<file path="config.mk">
export PLATFORM = sky130hd
export DESIGN_NAME = stq_ctrl
export DESIGN_NICKNAME = d
export VERILOG_FILES = /design/src/sv/stq_pkg.sv /design/src/sv/stq_ctrl.sv
export SDC_FILE = /design/constraint.sdc
export NUM_CORES = 1
export LEC_CHECK = 0
export ABC_AREA = 0
export BUFFER_PORTS_ARGS = -buffer_cell sky130_fd_sc_hd__buf_2
export CAP_MARGIN = 10
export CELL_PAD_IN_SITES_DETAIL_PLACEMENT = 0
export CELL_PAD_IN_SITES_GLOBAL_PLACEMENT = 1
export CORE_AREA = 10 10 47 49
export CTS_BUF_LIST = sky130_fd_sc_hd__clkbuf_4
export CTS_CLUSTER_SIZE = 30
export DETAILED_ROUTE_END_ITERATION = 10
export DIE_AREA = 0 0 57 59
export PLACE_DENSITY_LB_ADDON = 0.25
export SYNTH_ARGS = -nofsm -noshare
export SYNTH_HDL_FRONTEND = slang
export SYNTH_SLANG_ARGS = --single-unit
</file>
<file path="constraint.sdc">
create_clock -name clock -period 1.32 [get_ports clock]
set_input_delay 0.132 -clock clock [delete_from_list [all_inputs] [get_ports clock]]
set_output_delay 0.132 -clock clock [all_outputs]
set_load 0.005 [all_outputs]
</file>
<file path="src/sv/stq_pkg.sv">
// Shared types and constants for the sparse table range query block.
`timescale 1ns / 1ps

package stq_pkg;

   localparam int FIELD_WIDTH  = 32;  // width of the value and result fields
   localparam int INDEX_WIDTH  = 11;  // width of the left and right fields
   localparam int OP_WIDTH     = 2;
   localparam int STATUS_WIDTH = 2;
   localparam int CSR_ADDR_WIDTH = 3;
   localparam int CSR_DATA_WIDTH = 32;

   // request kinds
   localparam logic KIND_LOAD  = 1'b0;
   localparam logic KIND_QUERY = 1'b1;

   // combining operations
   localparam logic [OP_WIDTH-1:0] OP_MIN = 2'd0;
   localparam logic [OP_WIDTH-1:0] OP_MAX = 2'd1;
   localparam logic [OP_WIDTH-1:0] OP_AND = 2'd2;
   localparam logic [OP_WIDTH-1:0] OP_OR  = 2'd3;

   // response status codes
   localparam logic [STATUS_WIDTH-1:0] STATUS_OK     = 2'd0;
   localparam logic [STATUS_WIDTH-1:0] STATUS_EMPTY  = 2'd1;
   localparam logic [STATUS_WIDTH-1:0] STATUS_BEYOND = 2'd2;

   // register index of op_mode
   localparam logic REG_OP_MODE = 1'b0;

   typedef struct packed {
      logic capture;     // latch the request fields
      logic load;        // store one element
      logic build_step;  // read a pair of the lower level for one entry
      logic gap;         // close a level, move to the next
      logic q_issue;     // evaluate a query and read the two entries
      logic rsp_load;    // fill the output register
   } stq_cmd_type;

   typedef struct packed {
      logic last_q;      // captured element carries the last mark
      logic sweep_end;   // current entry is the final one of the level
      logic level_end;   // current level is the top one
   } stq_sts_type;

endpackage

</file>
<file path="src/sv/stq_ctrl.sv">
// Controller state machine: load, table build sweep, query sequencing, response valid.
`timescale 1ns / 1ps

module stq_ctrl (
   input  logic                 clock,
   input  logic                 reset,
   input  logic                 req_tvalid,
   output logic                 req_tready,
   input  logic                 req_kind,
   output logic                 rsp_tvalid,
   input  logic                 rsp_tready,
   input  stq_pkg::stq_sts_type sts,
   output stq_pkg::stq_cmd_type cmd
);

   import stq_pkg::*;

   localparam logic [2:0] S_IDLE  = 3'd0;
   localparam logic [2:0] S_LOAD  = 3'd1;
   localparam logic [2:0] S_BUILD = 3'd2;
   localparam logic [2:0] S_GAP   = 3'd3;
   localparam logic [2:0] S_QISS  = 3'd4;
   localparam logic [2:0] S_QDATA = 3'd5;

   logic [2:0] state_ff, state_in;
   logic       rsp_valid_ff, rsp_valid_in;

   always_comb begin
      state_in = state_ff;
      cmd      = '0;
      req_tready = 1'b0;
      unique case (state_ff)
         S_IDLE: begin
            req_tready  = 1'b1;
            cmd.capture = req_tvalid;
            if (req_tvalid) begin
               state_in = (req_kind == KIND_QUERY) ? S_QISS : S_LOAD;
            end
         end
         S_LOAD: begin
            cmd.load = 1'b1;
            state_in = sts.last_q ? S_BUILD : S_IDLE;
         end
         S_BUILD: begin
            cmd.build_step = 1'b1;
            if (sts.sweep_end) begin
               state_in = S_GAP;
            end
         end
         S_GAP: begin
            // lets the level's final write land before the next level reads it
            cmd.gap  = 1'b1;
            state_in = sts.level_end ? S_IDLE : S_BUILD;
         end
         S_QISS: begin
            if (!rsp_valid_ff || rsp_tready) begin
               cmd.q_issue = 1'b1;
               state_in    = S_QDATA;
            end
         end
         S_QDATA: begin
            cmd.rsp_load = 1'b1;
            state_in     = S_IDLE;
         end
         default: state_in = S_IDLE;
      endcase
   end

   always_comb begin
      rsp_valid_in = rsp_valid_ff;
      if (cmd.rsp_load) begin
         rsp_valid_in = 1'b1;
      end else if (rsp_tready) begin
         rsp_valid_in = 1'b0;
      end
   end

   always_ff @(posedge clock) begin
      if (reset) begin
         state_ff     <= S_IDLE;
         rsp_valid_ff <= 1'b0;
      end else begin
         state_ff     <= state_in;
         rsp_valid_ff <= rsp_valid_in;
      end
   end

   assign rsp_tvalid = rsp_valid_ff;

   a_rsp_reg_free: assert property (@(posedge clock) disable iff (reset)
      cmd.rsp_load |-> !rsp_valid_ff)
      else $error("output register overwritten while holding a response");

   a_gap_after_build: assert property (@(posedge clock) disable iff (reset)
      (state_ff == S_GAP) |-> ($past(state_ff) == S_BUILD))
      else $error("level gap entered outside a build sweep");

   a_build_start: assert property (@(posedge clock) disable iff (reset)
      (state_ff == S_LOAD && sts.last_q) |=> (state_ff == S_BUILD))
      else $error("last element did not start the table build");

endmodule

</file>
==> results of run 1 <==
[power groups by stage]
stage / clock network [µW] / logic, µW / registers (µW)
after floorplan: 0 / 55.6 / 137
after detailed placement: 0 / 76.8 / 149
after global routing: 158 / 83.1 / 151
final: 145 / 74.5 / 148
after global placement: 0 / 77.2 / 148
after CTS: 157 / 77.0 / 147
[cell families (layout without fill, tap and decap cells)]
logic type / Yosys count / in the layout / share of synthesized area [%]
flops: 4 / 4 / 30.3
buf+inv: 4 / 19 / 9.00
simple gates: 17 / 17 / 49.3
compound gates: 5 / 5 / 11.4
[per-layer routing]
metal	part of all wire, %	wire length, µm	GRT usage [%]
met1	41	298	4.18
met3	9.1	66	2.15
met2	49	354	7.29
met4	0.83	6	5.03
met5	0	0	0
[area by class of cell]
| cell class | instances | area (µm²) | area share (%) |
|---|---|---|---|
| Multi-Input combinational cell | 22 | 160 | 43.8 |
| Sequential cell | 4 | 83.8 | 22.9 |
| Timing Repair Buffer | 15 | 75.1 | 20.5 |
| Clock buffer | 3 | 22.5 | 6.16 |
| Tap cell | 16 | 20.0 | 5.48 |
| Inverter | 1 | 3.75 | 1.03 |
[flip-flops by register name (all words and copies together) (netlist names)]
register and cells:
state_ff 3, rsp_tvalid 1
[cells in the final DEF, fill, tap and decap left out]
cell type	instances
buf_2	15
clkbuf_4	3
dfxtp_2	3
nand2_1	2
and2b_1	2
a21oi_1	2
nor2b_4	1
inv_1	1
nor3b_1	1
nor3_1	1
and3b_2	1
nor2_1	1
nand2b_1	1
and3_2	1
and2_1	1
a22oi_1	1
nor3_2	1
a211oi_1	1
and2b_2	1
nand3b_1	1
o21ai_0	1
nor4b_2	1
nor4_1	1
dfxtp_1	1
[timing repair]
action                                  in CTS  in global routing
cloned                                       0                  0
resized for setup                            1                  2
endpoints found under the setup margin       1                  4
[final timing paths]
check | from | slack (ns) | end
worst max-delay path | state_ff[2] | 0.12 | cmd[5]
worst min-delay path | reset | 0.13 | state_ff[1]
worst max register to register | state_ff[2] | 0.25 | state_ff[0]
worst min register to register | state_ff[0] | 0.51 | state_ff[0]
[Yosys cell counts (all sizes together), types with 2 or more instances]
cell type and n:
a21oi 2, and2b 3, buf 3, dfxtp 4
nand2 2, nor3 2
[per-stage QoR]
| stage | power [µW] | util [%] | setup slack (ns) | std cells | hold WS, ns |
|---|---|---|---|---|---|
| 6_report | 367 | 26.1 | 0.119 | 61 | 0.132 |
| 4_1_cts | 381 | 25.9 | 0.0246 | 61 | 0.131 |
| 3_5_place_dp | 225 | 24.2 | 0.130 | 58 | 0.380 |
| 3_3_place_gp | 225 | 24.2 | 0.148 | 58 | 0.384 |
| 2_1_floorplan | 192 | - | 0.321 | 30 | 0.201 |
| 5_1_grt | 392 | 26.1 | 0.0489 | 61 | 0.142 |
==> results.yml, run 1 <==
global_route:
  grt_pass1_wl_um: 1230
  first_global_vias: 301
  gr-total-overflow: 0
  antenna_found_initial: 0
  grt_max_degree: 13
  grt_usage_pct: 4.63
route:
  drtPass1Iterations: 2
  totalWireLength_um: 725
  drt_iter0_markers: 2
  ant_nets: 0
  detail_route.wl_per_cell_um: 11.9
  drc: 0
  vias: 253
  vias_per_cell: 4.15
cts:
  cts_root_buffer: "clkbuf_4"
  clock_path_buffers: 2
  post_cts_buffers: 0
  clk_pin_slew_ns: 0.03
  clock_sinks: 4
  hold_buffers: 0
  clk_latency_ns: 0.23
  cts_tree: "done"
  cts_buffers: 3
  h-tree-depth: 1
yosys:
  yosysSeqAreaShare_pct: 30.3
  synth_area_um2: 264
  synth-seq-cells: 4
  synth_top_area_cell: "dfxtp_1"
  synth_fp_nets: 38
  synth-edff-count: 0
  yosysUniqueCellTypes: 23
  synth_top_area_share_pct: 30.3
  synthArstFlopShare_pct: 0
  ys.flop_type: "dfxtp_1"
  avgSynthCellArea_um2: 8.80
  ys_top_cells_by_area: "dfxtp_1 30%, and2b_1 5.7%, buf_4 5.7%"
  synth_cells: 30
  yosys_warnings: 0
setup_path:
  slowest_stage: "dfxtp_2"
  critPathMaxStageDelay_ns: 0.36
  critPathMaxFanout: 12
  cp.required_ns: 1.19
  ff2ff_path_depth: 3
  cp_data_arrival_time_ns: 1.07
  path_cells: "nor3_1 -> and2_1 -> buf_2"
  path_class: "reg -> out"
  critical_path.top_delay_family: "simple AND/OR/NAND/NOR gates"
  critPathBufInv: 1
  critical_path_depth: 3
  worstSetupStartpointType: "flip-flop"
  worstSetupEndpointType: "primary output"
worst_hold_path:
  worstHoldPathCells: 2
  min_path_type: "in -> reg"
placement:
  port-buffer-count: 15
  gp_congestion: 0.630
  placed_area_um2: 339
  dp_hpwl_um: 598
pwr:
  p_sw_uw: 89.4
  seqPwrFrac_pct: 40.2
  netSwitchingFraction_pct: 24.3
  comb_power_share_pct: 20.3
  ir_drop_mv: 0.385
  p_per_area_nw_per_um2: 1010
  power.share.clock_pct: 39.5
  p_int_uw: 278
  p_leak_uw: 0.000179
floorplan:
  die_x_um: 57
  io-pin-count: 16
  die_height_um: 59
  core_um2: 1400
  initial_core_util_pct: 18.8
  die_area_um2: 3360
  num_rows: 14
flow_run:
  cap_violations: 0
final_layout:
  num_antenna_cells: 0
  syn2layout_area_growth_pct: 38.4
  fin_area_um2: 365
  layout.nets: 55
  n_fill_cell: 169
  drive_above_1_share_pct: 60.0
timing:
  finalClockSkew_ns: 0.000481
  worst_pin_slew_ns: 0.246
  relSlewSlack_pct: 83.5
  drv_slew: 0
  clock.fmax_mhz: 833
  setup_viol: 0
  period_needed_ns: 1.20
  rsz0062_at_grt: "no"
  fin_setup_tns_ns: 0
  finalHoldViolCount: 0
  min_period_over_period_pct: 91.0
run_status:
  status: "finished, final reports clean"
(Power assumes the default switching activity.)
==> run 2: changes to the inputs <==
Clock period 1.32 ns to 1.5 ns, I/O delays scaled along.
==> run 2 against run 1 <==
Net effect: sequential share of layout area decreased by 0.80 points; count of clock-buffer cells in the layout did not move; clock skew hardly changed; critical path type unchanged; critical endpoint is now cmd[0].
==> results.yml, run 2 (synthesized netlist as in run 1, its figures left out) <==
route:
  drc: 0
  totalWireLength_um: 721
  drt_iter0_markers: 2
  vias_per_cell: 4.15
  detail_route.wl_per_cell_um: 11.8
  ant_nets: 0
  vias: 253
  drtPass1Iterations: 2
global_route:
  gr-total-overflow: 0
  antenna_found_initial: 0
  first_global_vias: 301
  grt_pass1_wl_um: 1230
  grt_max_degree: 13
  grt_usage_pct: 4.63
timing:
  period_needed_ns: 1.32
  rsz0062_at_grt: "no"
  clock.fmax_mhz: 760
  fin_setup_tns_ns: 0
  finalHoldViolCount: 0
  drv_slew: 0
  setup_viol: 0
  relSlewSlack_pct: 76.5
  finalClockSkew_ns: 0.000553
  min_period_over_period_pct: 87.7
  worst_pin_slew_ns: 0.352
final_layout:
  final_common_cell: "buf_2"
  largest_register_ffs: 3
  top_register: "state_ff"
  drive_above_1_share_pct: 53.3
  layout.nets: 55
  num_antenna_cells: 0
  final_cell_mix: "15 x buf_2, 4 x dfxtp_1, 3 x clkbuf_4"
  syn2layout_area_growth_pct: 37.0
  finalNonFillerCells: 61
floorplan:
  num_rows: 14
  die_height_um: 59
  core_um2: 1400
  io-pin-count: 16
  die_area_um2: 3360
  die_x_um: 57
  initial_core_util_pct: 18.8
cts:
  ctsResizeCount: 0
  clock_sinks: 4
  cts_tree: "done"
  clk_latency_ns: 0.23
  hold_buffers: 0
  h-tree-depth: 1
  clock_path_buffers: 2
  cts_buffers: 3
  cts_root_buffer: "clkbuf_4"
  post_cts_buffers: 0
  clk_pin_slew_ns: 0.03
placement:
  dp_hpwl_um: 598
  place_inst: 58
  port-buffer-count: 15
  gp_congestion: 0.630
setup_path:
  path_class: "reg -> out"
  cp.required_ns: 1.35
  worstSetupStartpointType: "flip-flop"
  cp_data_arrival_time_ns: 1.17
  rrSetupSlack_ns: 0.32
  critPathLaunch: "state_ff[0]"
  r2r_end: "state_ff[0]"
  ff2ff_path_depth: 3
  endpoint: "cmd[0]"
  critPathMaxFanout: 8
  worstSetupEndpointType: "primary output"
  rr_startpoint: "state_ff[2]"
pwr:
  p_leak_uw: 0.000178
  p_per_area_nw_per_um2: 888
  ir_drop_mv: 0.336
worst_hold_path:
  min_path_type: "in -> reg"
run_status:
  status: "finished, final reports clean"
flow_run:
  cap_violations: 0
## run 2: changes by cell type in the layout (fill, tap and decap cells not counted)
cell / change
dfxtp_1: +3
dfxtp_2: -3
## run 2: worst min path at each step
stage / startpoint / end / slack [ns] / cells past startpoint
3_3_place_gp: reset / state_ff[2] / 0.40 / 2
6_report: reset / state_ff[1] / 0.16 / 2
3_5_place_dp: reset / state_ff[1] / 0.40 / 2
2_1_floorplan: reset / rsp_tvalid / 0.22 / 1
4_1_cts: reset / state_ff[1] / 0.15 / 2
5_1_grt: reset / state_ff[1] / 0.17 / 2
## run 2: metal layers
metal	vias up	wire, µm	track usage [%]
li1	134	-	-
met1	110	297	4.18
met2	7	351	7.29
met3	2	66	2.15
met4	0	6	5.03
met5	-	0	0
## run 2: worst max-delay path, cell delays in order, from the launching register on
cell     delay, ns
dfxtp_1       0.47
nor2b_4       0.22
nand2_1       0.08
inv_1         0.07
buf_2         0.10
## run 2: layout make-up
class / count / area [µm²]
Sequential cell: 4 / 80.1
Fill cell: 168 / 1040
Multi-Input combinational cell: 22 / 160
Inverter: 1 / 3.75
Tap cell: 16 / 20.0
Timing Repair Buffer: 15 / 75.1
Clock buffer: 3 / 22.5
## run 2: metrics by stage
step | cell area, µm² | hold WS (ns) | setup WS (ns) | utilization (%) | power, µW
3_5_place_dp | 339 | 0.398 | 0.310 | 24.2 | 198
6_report | 362 | 0.157 | 0.184 | 25.8 | 321
2_1_floorplan | 264 | 0.219 | 0.483 | - | 169
5_1_grt | 362 | 0.168 | 0.0677 | 25.8 | 343
4_1_cts | 362 | 0.150 | 0.149 | 25.8 | 335
3_3_place_gp | 339 | 0.402 | 0.328 | 24.2 | 198
## run 2: power breakdown
group	switching (µW)	total [µW]	leakage (µW)	internal, µW
clock network	38.1	127	0.0000138	89.1
registers	15.0	129	0.0000326	114
logic	25.1	65.4	0.000131	40.3
total	78.3	321	0.000178	243
==> run 3: changes to the inputs <==
==> constraint.sdc (replaced) <==
create_clock -name clock -period 1.5 [get_ports clock]
set_input_delay 0.3 -clock clock [delete_from_list [all_inputs] [get_ports clock]]
set_output_delay 0.3 -clock clock [all_outputs]
set_load 0.005 [all_outputs]
==> run 3 against run 2 <==
Net effect: clock power hardly changed; sequential cell count stayed put; maximum frequency is 4.2% lower; count of clock-buffer cells in the layout stayed put; non-clock buffer count stayed put; hold slack better by 0.14 ns; register-to-register slack better by 0.08 ns; final area is 1.0% higher; worst setup slack worse by 0.057 ns; utilization is 0.27 points higher; highest routed layer unchanged; combinational power is 0.6% higher; largest power group unchanged; via count is 0.79% lower.
==> results.yml, run 3 (synthesized netlist as in run 1, its figures left out) <==
floorplan:
  core_um2: 1400
  die_area_um2: 3360
  die_height_um: 59
  die_x_um: 57
  num_rows: 14
  io-pin-count: 16
  initial_core_util_pct: 18.8
cts:
  clk_pin_slew_ns: 0.03
  clock_sinks: 4
  clk_latency_ns: 0.23
  cts_root_buffer: "clkbuf_4"
  h-tree-depth: 1
  hold_buffers: 0
  cts_tree: "done"
  clock_path_buffers: 2
  cts_buffers: 3
global_route:
  grt_usage_pct: 4.49
  first_global_vias: 260
  gr-total-overflow: 0
  grt_max_degree: 13
  grt_pass1_wl_um: 1170
  antenna_found_initial: 0
setup_path:
  critPathBufInv: 1
  path_cells: "nor3_1 -> and2_1 -> buf_2"
  critPathMaxStageDelay_ns: 0.36
  path_class: "reg -> out"
  critPathMaxFanout: 12
  cp_data_arrival_time_ns: 1.07
  worstSetupStartpointType: "flip-flop"
  slowest_stage: "dfxtp_2"
  cp.required_ns: 1.20
  critical_path.top_delay_family: "simple AND/OR/NAND/NOR gates"
  worstSetupEndpointType: "primary output"
timing:
  setup_viol: 0
  whs_ns: 0.294
  clock.fmax_mhz: 729
  fin_setup_tns_ns: 0
  finalHoldViolCount: 0
  min_period_over_period_pct: 91.5
  relSlewSlack_pct: 82.1
  drv_slew: 0
  worst_pin_slew_ns: 0.267
  finalClockSkew_ns: 0.000454
  rsz0062_at_grt: "no"
  period_needed_ns: 1.37
final_layout:
  drive_above_1_share_pct: 60.0
  top_register: "state_ff"
  largest_register_ffs: 3
  num_antenna_cells: 0
  fin_area_um2: 365
  final_common_cell: "buf_2"
  finalNonFillerCells: 61
  final_cell_mix: "15 x buf_2, 3 x clkbuf_4, 3 x dfxtp_2"
  syn2layout_area_growth_pct: 38.4
  post-route-util_pct: 26.1
  layout.nets: 55
pwr:
  seqPwrFrac_pct: 40.3
  p_leak_uw: 0.000179
  power.share.clock_pct: 39.2
  p_per_area_nw_per_um2: 882
  p_sw_uw: 77.8
  netSwitchingFraction_pct: 24.1
  ir_drop_mv: 0.286
  comb_power_share_pct: 20.4
  p_int_uw: 244
route:
  ant_nets: 0
  vias_per_cell: 4.11
  route.met3.wl_um: 36
  drtPass1Iterations: 2
  vias: 251
  top_layer_used: "met4"
  drc: 0
  detail_route.wl_per_cell_um: 11.6
  drt_iter0_markers: 2
  wl_met2_um: 336
  wl_met1_um: 327
  totalWireLength_um: 706
flow_run:
  cap_violations: 0
placement:
  dp_hpwl_um: 589
  gp_congestion: 0.606
  port-buffer-count: 15
  place_inst: 58
  placed_area_um2: 339
worst_hold_path:
  min_path_type: "in -> reg"
run_status:
  status: "finished, final reports clean"
[run 3: power by group through the flow]
stage / Sequential [µW] / Clock [µW] / Combinational, µW
final: 130 / 126 / 65.8
after global routing: 132 / 137 / 73.6
after CTS: 129 / 136 / 68.2
after detailed placement: 131 / 0 / 67.9
after global placement: 131 / 0 / 67.7
after floorplan: 120 / 0 / 48.9
[run 3: worst paths after layout]
| path | from | endpoint | slack (ns) | cells past startpoint |
|---|---|---|---|---|
| max | state_ff[2] | cmd[5] | 0.13 | 3 |
| min | reset | state_ff[1] | 0.29 | 2 |
| max reg2reg | state_ff[2] | state_ff[0] | 0.40 | 3 |
| min reg2reg | state_ff[0] | state_ff[0] | 0.51 | 1 |
[run 3: what timing repair did]
| item | CTS | global route |
|---|---|---|
| hold endpoints to repair | 0 | 0 |
| resized for setup | 0 | 3 |
| endpoints found under the setup margin | 0 | 4 |
| setup buffers | 0 | 0 |
[run 3: final cells by class]
cell class	instances	area [µm²]
Clock buffer	3	22.5
Multi-Input combinational cell	22	160
Inverter	1	3.75
Tap cell	16	20.0
Sequential cell	4	83.8
Fill cell	170	1040
Timing Repair Buffer	15	75.1
[run 3: per-layer routing]
metal	up-vias	GRT usage, %
met5	-	0
met3	2	1.50
met1	108	5.08
met2	7	6.05
li1	134	-
met4	0	5.03
[run 3: stage by stage]
stage,setup WS (ns),power [µW]
4_1_cts,0.0252,333
3_5_place_dp,0.269,199
3_3_place_gp,0.270,199
6_report,0.127,322
2_1_floorplan,0.333,169
5_1_grt,0.0739,343
